<file path="config.mk">
export PLATFORM = sky130hd
export DESIGN_NAME = lsi_ctrl
export DESIGN_NICKNAME = d
export VERILOG_FILES = /design/src/hdl/lsi_pkg.sv /design/src/hdl/lsi_ctrl.sv
export SDC_FILE = /design/constraint.sdc
export NUM_CORES = 1
export LEC_CHECK = 0
export ABC_AREA = 1
export BUFFER_PORTS_ARGS = -buffer_cell sky130_fd_sc_hd__buf_2
export CORE_MARGIN = 2
export CORE_UTILIZATION = 26
export CTS_CLUSTER_DIAMETER = 60
export CTS_CLUSTER_SIZE = 20
export DETAILED_ROUTE_END_ITERATION = 10
export MAX_ROUTING_LAYER = met4
export PLACE_DENSITY = 0.57
export SLEW_MARGIN = 20
export SYNTH_ARGS = -nofsm -noshare
export SYNTH_HDL_FRONTEND = slang
export SYNTH_SLANG_ARGS = --single-unit
</file>
<file path="constraint.sdc">
create_clock -name clk_i -period 1.5 [get_ports clk_i]
set_input_delay 0.225 -clock clk_i [delete_from_list [all_inputs] [get_ports clk_i]]
set_output_delay 0.225 -clock clk_i [all_outputs]
set_load 0.01 [all_outputs]
</file>
<file path="src/hdl/lsi_pkg.sv">
// Shared types and constants for the Lagrange stencil interpolator.
package lsi_pkg;

  localparam int unsigned FracBits = 16;
  localparam logic signed [63:0] WLimit = 64'sd2147483647;

  localparam logic [1:0] StatusOk       = 2'd0;
  localparam logic [1:0] StatusNoFit    = 2'd1;
  localparam logic [1:0] StatusEqualPos = 2'd2;
  localparam logic [1:0] StatusSat      = 2'd3;

  localparam logic OpStore = 1'b0;
  localparam logic OpEval  = 1'b1;

  // Commands from the controller to the datapath
  typedef struct packed {
    logic load_item;  // capture eval item fields
    logic rd_req;     // issue store read for stencil point
    logic rd_cap;     // capture read data into stencil register
    logic cmp_step;   // compare one pair of positions
    logic w_init;     // start a new weight (w = 1.0)
    logic div_start;  // start a ratio divide
    logic take_div;   // latch clamped ratio from divider
    logic mul_wr;     // form w * r
    logic rescale;    // w = rounded, clamped (w * r) / 1.0
    logic mul_wc;     // form w * coeff
    logic acc_term;   // add rounded (w * coeff) / 1.0 to sum
    logic finish;     // build result word
  } lsi_cmd_t;

  // Status from the datapath to the controller
  typedef struct packed {
    logic div_done;
    logic eq_found;
  } lsi_stat_t;

endpackage

</file>
<file path="src/hdl/lsi_ctrl.sv">
// Controller: sequences stencil reads, equality checks and weight arithmetic.
module lsi_ctrl #(
  parameter int unsigned StencilHalf = 2
) (
  input  logic                    clk_i,
  input  logic                    rst_ni,
  input  logic                    in_valid_i,
  output logic                    in_ready_o,
  input  logic                    op_i,
  input  logic                    nofit_i,
  input  lsi_pkg::lsi_stat_t      stat_i,
  output lsi_pkg::lsi_cmd_t       cmd_o,
  output logic [$clog2(2*StencilHalf)-1:0] l_o,
  output logic [$clog2(2*StencilHalf)-1:0] k_o,
  output logic                    st_we_o,
  output logic                    res_nofit_o,
  output logic                    out_load_o
);

  localparam int unsigned Span = 2 * StencilHalf;
  localparam int unsigned SW = $clog2(Span);
  localparam logic [SW-1:0] Last = SW'(Span - 1);

  typedef enum logic [3:0] {
    SIdle, SRdReq, SRdCap, SCmp, SWInit, SSkip, SRatio, SWaitR,
    SMulWr, SRescale, SMulWc, SAccum, SFinish, SOut
  } state_e;

  state_e        state_q;
  logic [SW-1:0] l_q, k_q;
  logic          nofit_q;

  assign in_ready_o  = (state_q == SIdle);
  assign st_we_o     = in_valid_i && in_ready_o && (op_i == lsi_pkg::OpStore);
  assign l_o         = l_q;
  assign k_o         = k_q;
  assign res_nofit_o = nofit_q;
  assign out_load_o  = (state_q == SOut);

  // Decode commands from state
  always_comb begin
    cmd_o = '0;
    unique case (state_q)
      SIdle:    cmd_o.load_item = in_valid_i && (op_i == lsi_pkg::OpEval);
      SRdReq:   cmd_o.rd_req = 1'b1;
      SRdCap:   cmd_o.rd_cap = 1'b1;
      SCmp:     cmd_o.cmp_step = 1'b1;
      SWInit:   cmd_o.w_init = 1'b1;
      SSkip:    ;
      SRatio:   cmd_o.div_start = 1'b1;
      SWaitR:   cmd_o.take_div = stat_i.div_done;
      SMulWr:   cmd_o.mul_wr = 1'b1;
      SRescale: cmd_o.rescale = 1'b1;
      SMulWc:   cmd_o.mul_wc = 1'b1;
      SAccum:   cmd_o.acc_term = 1'b1;
      SFinish:  cmd_o.finish = 1'b1;
      SOut:     ;
      default:  ;
    endcase
  end

  always_ff @(posedge clk_i or negedge rst_ni) begin
    if (!rst_ni) begin
      state_q <= SIdle;
      l_q <= '0; k_q <= '0;
      nofit_q <= 1'b0;
    end else begin
      unique case (state_q)
        SIdle: if (in_valid_i && op_i == lsi_pkg::OpEval) begin
          l_q <= '0; k_q <= '0;
          nofit_q <= nofit_i;
          state_q <= nofit_i ? SOut : SRdReq;
        end
        SRdReq: state_q <= SRdCap;
        SRdCap: if (l_q == Last) begin
          l_q <= '0; k_q <= SW'(1); state_q <= SCmp;
        end else begin
          l_q <= l_q + SW'(1); state_q <= SRdReq;
        end
        SCmp: if (k_q == Last) begin
          if (l_q == SW'(Span - 2)) begin
            l_q <= '0; k_q <= '0; state_q <= SWInit;
          end else begin
            l_q <= l_q + SW'(1); k_q <= l_q + SW'(2);
          end
        end else k_q <= k_q + SW'(1);
        SWInit: state_q <= stat_i.eq_found ? SFinish : SSkip;
        // Skip k equal to l; leave for the term once k has run out
        SSkip: if (k_q == l_q) begin
          if (k_q == Last) state_q <= SMulWc;
          else k_q <= k_q + SW'(1);
        end else state_q <= SRatio;
        SRatio: state_q <= SWaitR;
        SWaitR: if (stat_i.div_done) state_q <= SMulWr;
        SMulWr: state_q <= SRescale;
        SRescale: if (k_q == Last) state_q <= SMulWc;
        else begin
          k_q <= k_q + SW'(1); state_q <= SSkip;
        end
        SMulWc: state_q <= SAccum;
        SAccum: begin
          k_q <= '0;
          if (l_q == Last) state_q <= SFinish;
          else begin l_q <= l_q + SW'(1); state_q <= SWInit; end
        end
        SFinish: state_q <= SOut;
        SOut: state_q <= SIdle;
        default: state_q <= SIdle;
      endcase
    end
  end

endmodule

</file>
==> metrics.txt, run 1 <==
status finished with violations; failing checks negative setup slack; PortBufs 26; layout cell share with drive strength beyond 1 0.431; CTS tree built; post-route ant nets 0; Max IR drop VDD 0.381 mV; Setup-failing EPs final 4; Mapped Cells 153; GP Congestion 0.863; core box area 3360 um^2; Remaining Overflow, GRT 0; final WL 2.69 mm; chip height 63.2 um; Max Clock Skew 0.000692 ns; first-pass GRT wire length 4.26 mm; Worst-Margin Slew 0.249 ns; Final Max Slew Viols 0; dpl cells 231; CTS max path bufs 2; metal3 WL 79 um; # rows 21; Post-synth EDFFs 0; Total GRT Usage 0.136; clock share of power 0.062; Cell variety after synth 20; metal2 WL 1.39 mm; final hold vios 0; clock sink total 9; final setup margin -0.0381 ns; Fmax 0.650 GHz; Mean Syn Cell Area 5.95 um^2; Starting Density 0.271; top sig layer met4; largest area contributor in the netlist dfrtp_1; Pwr Density 1990 nW/um^2; antenna violations before repair 0; min-delay worst type input port to flip-flop; startpoint types flip-flop; synthesized net count 165; WS Path Type flip-flop to output pin; Post-route DRC 0; Worst EP required 1.27 ns; top cell type's share of synthesized area 0.247; register area share after synthesis 0.247; Syn. warnings 0; most instantiated cells after synthesis 58 x nand2_1, 23 x inv_1, 20 x nor2_1, 9 x dfrtp_1, 9 x nand3_1; vias 1117; Crit. End Element output pin; count leader, synth nand2_1; Skew-Pair Late Insertion Delay 0.24 ns; Clk pin slew, worst setup/hold paths 0.05 ns; switching pwr 1.40 mW; vias in the first global route 1005; Die W 63.2 um; Net Sw Frac 0.510; Ant. Diodes 0; ranking of synthesized cells by area dfrtp_1 25%, nand2_1 24%, inv_1 9.5%; post-DP HPWL 1.99 mm; max cap viols 0; CTS Buf Count 3; initial DRC count 24; Rel. slew slack 0.833; Post-Layout Cell Count 250; fin nets 217; IO Count 27; Synth Cell Area 911 um^2; Min Clock Period, post-route 1.54 ns; largest net degree at the start of global routing 10; Max FO, Critical Path 5; leakage power 0.814 nW; DRT Pass-1 Iters 4; RSZ-0062 raised after global routing true; Fin Setup TNS -0.0860 ns; critical path arrival 1.31 ns; Seq pwr share 0.216; Die Footprint 3990 um^2; M1 WL 1.20 mm; Async SR Flop Fraction 1.00; register bit total from synthesis 9; top_reg_cell synth dfrtp_1; Root Buffer clkbuf_4; Layout area overhead 52.2%; combinational share of power 0.721; vias per cell 4.47; WL per Instance 10.7 um; period utilization 1.03; P_int 1.35 mW; # H-tree levels 1; Hold Slack 0.225 ns; Filler cells 385
-- critical path: stages (launching register included) --
cell and delay (ns):
dfrtp_2 0.47, inv_4 0.12, nand2_4 0.05, buf_6 0.12
nor3_2 0.15, buf_2 0.15
-- final cells by class --
class                   instances  area [um^2]  share of cell area
clock buffers                   4         26.3              0.0190
inverters                      23         88.8              0.0641
multi-input cells             121          679               0.490
flip-flops and latches          9          234               0.169
well taps                      46         57.6              0.0415
repair buffers                 47          300               0.217
-- sequential cells by signal, indices dropped and copies added, names as in the netlist --
signal       cells
state_q          4
l_o              2
res_nofit_o      1
k_o              2
-- power by group through the flow --
stage               logic, mW  clock network, mW  registers, mW
floorplan                1.05                  0          0.514
CTS                      1.65              0.185          0.557
finish                   1.99              0.172          0.596
detailed placement       1.56                  0          0.526
global route             2.21              0.197          0.617
global placement         1.57                  0          0.523
-- stage by stage --
stage          setup WS [ns]  instance area [um^2]  utilization  power [mW]
3_3_place_gp        -0.00844                  1140        0.340        2.10
3_5_place_dp         0.00806                  1140        0.340        2.08
6_report             -0.0381                  1390        0.412        2.75
2_1_floorplan         0.0175                   911            -        1.57
4_1_cts              -0.0367                  1240        0.368        2.39
5_1_grt               -0.121                  1390        0.412        3.03
-- routing by layer --
layer	vias up	global-route usage
met5	-	-
met4	0	0.0408
met3	2	0.0232
met2	19	0.230
met1	517	0.166
li1	579	-
-- kinds of logic (layout without fill, tap and decap cells) --
kind of cell / count (synthesis) / count (layout) / synth area share
DFF: 9 / 9 / 0.247
muxes: 1 / 1 / 0.0124
adders and majority gates: 5 / 5 / 0.0687
AOI/OAI and AO/OA: 12 / 12 / 0.0797
and+or+nand+nor: 99 / 99 / 0.459
xor gates and xnor gates: 4 / 4 / 0.0385
buffers and inverters: 23 / 74 / 0.0948
-- repair_timing --
action | in CTS | in global routing
gates cloned | 0 | 0
hold buffers | 1 | 0
pin swaps | 2 | 9
gates resized for setup | 12 | 34
buffers inserted | 4 | 10
endpoints found under the setup margin | 13 | 23
hold endpoints to repair | 9 | 0
-- placed cells by master, fill, tap and decap left out, types with 2 or more instances in the layout --
cell type,Yosys,final
nand3_1,9,9
buf_2,0,25
nand4_1,2,2
dfrtp_2,0,7
nand2_4,0,3
dfrtp_1,9,2
buf_6,0,2
nor2_4,1,5
o21ai_1,0,3
buf_4,0,19
nor2_1,20,12
ha_1,5,5
inv_1,23,15
xnor2_1,2,2
clkbuf_4,0,3
nand3b_1,2,2
nor2_2,2,6
inv_2,0,7
nand2_2,3,8
o21ai_0,5,2
xor2_1,2,2
a21oi_1,3,3
nand2_1,58,50
-- worst paths after layout --
kind                       depth (start not counted)  slack, ns         from     endpoint
max                                                5      -0.04   state_q[3]     cmd_o[5]
min                                                2       0.22      nofit_i  res_nofit_o
max reg2reg                                        7       0.04   state_q[2]       l_o[0]
min reg2reg                                        1       0.51  res_nofit_o  res_nofit_o
max in group asynchronous                          2       0.96       rst_ni       l_o[1]
min in group asynchronous                          2       0.35       rst_ni       k_o[0]
Power figures use the tool's default switching activity.
==> run 2, diff against run 1 <==
--- a/config.mk
+++ b/config.mk
@@ -6,14 +6,14 @@
 export NUM_CORES = 1
 export LEC_CHECK = 0
 export ABC_AREA = 1
-export BUFFER_PORTS_ARGS = -buffer_cell sky130_fd_sc_hd__buf_2
 export CORE_MARGIN = 2
 export CORE_UTILIZATION = 26
 export CTS_CLUSTER_DIAMETER = 60
 export CTS_CLUSTER_SIZE = 20
 export DETAILED_ROUTE_END_ITERATION = 10
+export DONT_BUFFER_PORTS = 1
 export MAX_ROUTING_LAYER = met4
-export PLACE_DENSITY = 0.57
+export PLACE_DENSITY = 0.5
 export SLEW_MARGIN = 20
 export SYNTH_ARGS = -nofsm -noshare
 export SYNTH_HDL_FRONTEND = slang
==> run 2 against run 1 <==
The flow still finishes with violations (negative setup slack). Clock skew is 0.0092 ns higher. Hold slack worse by 0.11 ns. Total power is 6.7% lower. Sequential power is 2% higher. Sequential share of layout area is 1.3 points higher. Register-to-register slack worse by 0.03 ns. Clock power is 7% higher. Die area stayed put. Critical path depth is 1 lower. Critical path type unchanged. Largest cell class unchanged.
==> metrics.txt, run 2 (same netlist as run 1, synthesis figures left out) <==
status finished with violations (unchanged); failing checks negative setup slack (unchanged); Critical path origin state_q[2] (was state_q[3]); Skew-Pair Late Insertion Delay 0.26 ns (was 0.24 ns); vias 1026 (was 1117); Die W 63.2 um (unchanged); Hold Slack 0.112 ns (was 0.225 ns); reg2reg end l_o[0] (unchanged); WHS Endpoint res_nofit_o (unchanged); switching pwr 1.36 mW (was 1.40 mW); Net Sw Frac 0.529 (was 0.510); worst reg2reg startpoint state_q[2] (unchanged); Ant. Diodes 0 (unchanged); # rows 21 (unchanged); WL per Instance 11.3 um (was 10.7 um); core box area 3360 um^2 (unchanged); CTS tree built (unchanged); clock sink total 9 (unchanged); final WL 2.59 mm (was 2.69 mm); Pwr Density 1990 nW/um^2 (about the same); combinational share of power 0.692 (was 0.721); vias per cell 4.48 (was 4.47); max reg flops 4 (unchanged); Setup-failing EPs final 1 (was 4); Post-Layout Inst Area 1290 um^2 (was 1390 um^2); WS Path Type flip-flop to output pin (unchanged); Fmax 0.665 GHz (was 0.650 GHz); dpl cells 218 (was 231); Final Core Density 0.384 (was 0.412); Worst-Margin Slew 0.436 ns (was 0.249 ns); first-pass GRT wire length 4.25 mm (was 4.26 mm); leakage power 0.701 nW (was 0.814 nW); Max IR drop VDD 0.782 mV (was 0.381 mV); RSZ-0062 raised after global routing true (unchanged); Place WS -0.0204 ns (was 0.00806 ns); vias in the first global route 1016 (was 1005); P_int 1.21 mW (was 1.35 mW); Seq pwr share 0.236 (was 0.216); commonest non-fill, non-tap cells in the layout 50 x nand2_1, 23 x buf_4, 14 x inv_1, 11 x nor2_1, 10 x nand2_2 (was 50 x nand2_1, 25 x buf_2, 19 x buf_4, 15 x inv_1, 12 x nor2_1); most common cell after layout, fill and taps aside nand2_1 (unchanged); post-DP HPWL 2.00 mm (was 1.99 mm); antenna violations before repair 0 (unchanged); chip height 63.2 um (unchanged); Post-Layout Cell Count 229 (was 250); max cap viols 0 (unchanged); Max Clock Skew 0.00988 ns (was 0.000692 ns); IO Count 27 (unchanged); final hold vios 0 (unchanged); worst hold start nofit_i (unchanged); final setup margin -0.00396 ns (was -0.0381 ns); Crit. End Element output pin (unchanged); # H-tree levels 1 (unchanged); layout cell share with drive strength beyond 1 0.388 (was 0.431); hold path cells 1 (was 2); PortBufs 0 (was 26); Final Max Slew Viols 0 (unchanged); DRT Pass-1 Iters 4 (unchanged); R2R setup slack 0.01 ns (was 0.04 ns); fin nets 196 (was 217); Remaining Overflow, GRT 0 (unchanged); placed cell areas 1110 um^2 (was 1140 um^2); Total GRT Usage 0.135 (was 0.136); Worst EP required 1.27 ns (about the same); post-route ant nets 0 (unchanged); Starting Density 0.271 (unchanged); Max FO, Critical Path 5 (unchanged); Die Footprint 3990 um^2 (unchanged); initial DRC count 38 (was 24); period utilization 1.00 (was 1.03); CTS max path bufs 2 (unchanged); largest net degree at the start of global routing 10 (unchanged); critical path arrival 1.28 ns (was 1.31 ns); CTS Buf Count 3 (unchanged); Root Buffer clkbuf_4 (unchanged); Post-route DRC 0 (unchanged); Min Clock Period, post-route 1.50 ns (was 1.54 ns); min-delay worst type input port to flip-flop (unchanged); Rel. slew slack 0.708 (was 0.833); Reg2Reg Depth 7 (unchanged); startpoint types flip-flop (unchanged); clock share of power 0.071 (was 0.062); Most flops, register state_q (unchanged); Layout area overhead 41.9% (was 52.2%); GP Congestion 0.882 (was 0.863); Clk pin slew, worst setup/hold paths 0.06 ns (was 0.05 ns)
[run 2: cell types whose count changed in the layout (fill, tap and decap cells not counted), sizes merged]
cell	previous run	this run
buf	46	25
[run 2: per-layer routing]
layer | global-route usage | routed length (um) | share of wire
met2 | 0.211 | 1240 | 0.48
met1 | 0.173 | 1180 | 0.46
met4 | 0.0543 | 14 | 0.0054
met3 | 0.0214 | 148 | 0.057
met5 | - | 0 | 0
[run 2: power by group through the flow]
stage	Sequential [mW]	Combinational (mW)	Clock, mW
2_1_floorplan	0.514	1.05	0
3_3_place_gp	0.522	1.53	0
3_5_place_dp	0.525	1.54	0
4_1_cts	0.565	1.62	0.195
5_1_grt	0.632	1.99	0.202
6_report	0.607	1.78	0.184
[run 2: worst max-delay path by stage]
| stage | endpoint | slack [ns] | cells past startpoint |
|---|---|---|---|
| after floorplan | res_nofit_o | 0.02 | 4 |
| after global placement | state_q[1] | -0.03 | 10 |
| after detailed placement | state_q[1] | -0.02 | 10 |
| after CTS | cmd_o[9] | -0.008 | 4 |
| after global routing | l_o[0] | -0.06 | 7 |
| final | cmd_o[8] | -0.004 | 4 |
[run 2: stage by stage]
| step | power, mW | setup TNS [ns] |
|---|---|---|
| 3_3_place_gp | 2.05 | -0.0497 |
| 3_5_place_dp | 2.06 | -0.0287 |
| 2_1_floorplan | 1.57 | 0 |
| 5_1_grt | 2.83 | -0.493 |
| 4_1_cts | 2.38 | -0.00763 |
| 6_report | 2.57 | -0.00396 |
[run 2: layout make-up]
cell class,instances,area (um^2)
inverters,23,88.8
clock buffers,4,26.3
fillers,367,2070
well taps,46,57.6
flip-flops and latches,9,235
repair buffers,26,205
multi-input cells,121,679
[run 2: critical path, stage by stage, from the launching register on]
cell and delay, ns:
dfrtp_2 0.47, inv_2 0.10, nand2_2 0.11, nor2_4 0.21, buf_6 0.13
[run 2: what timing repair did]
action,4_1_cts,5_1_grt
hold buffers,1,0
resized for setup,17,30
buffers inserted,2,4
pin swaps,1,5
endpoints found under the hold margin,9,0
endpoints found under the setup margin,11,17
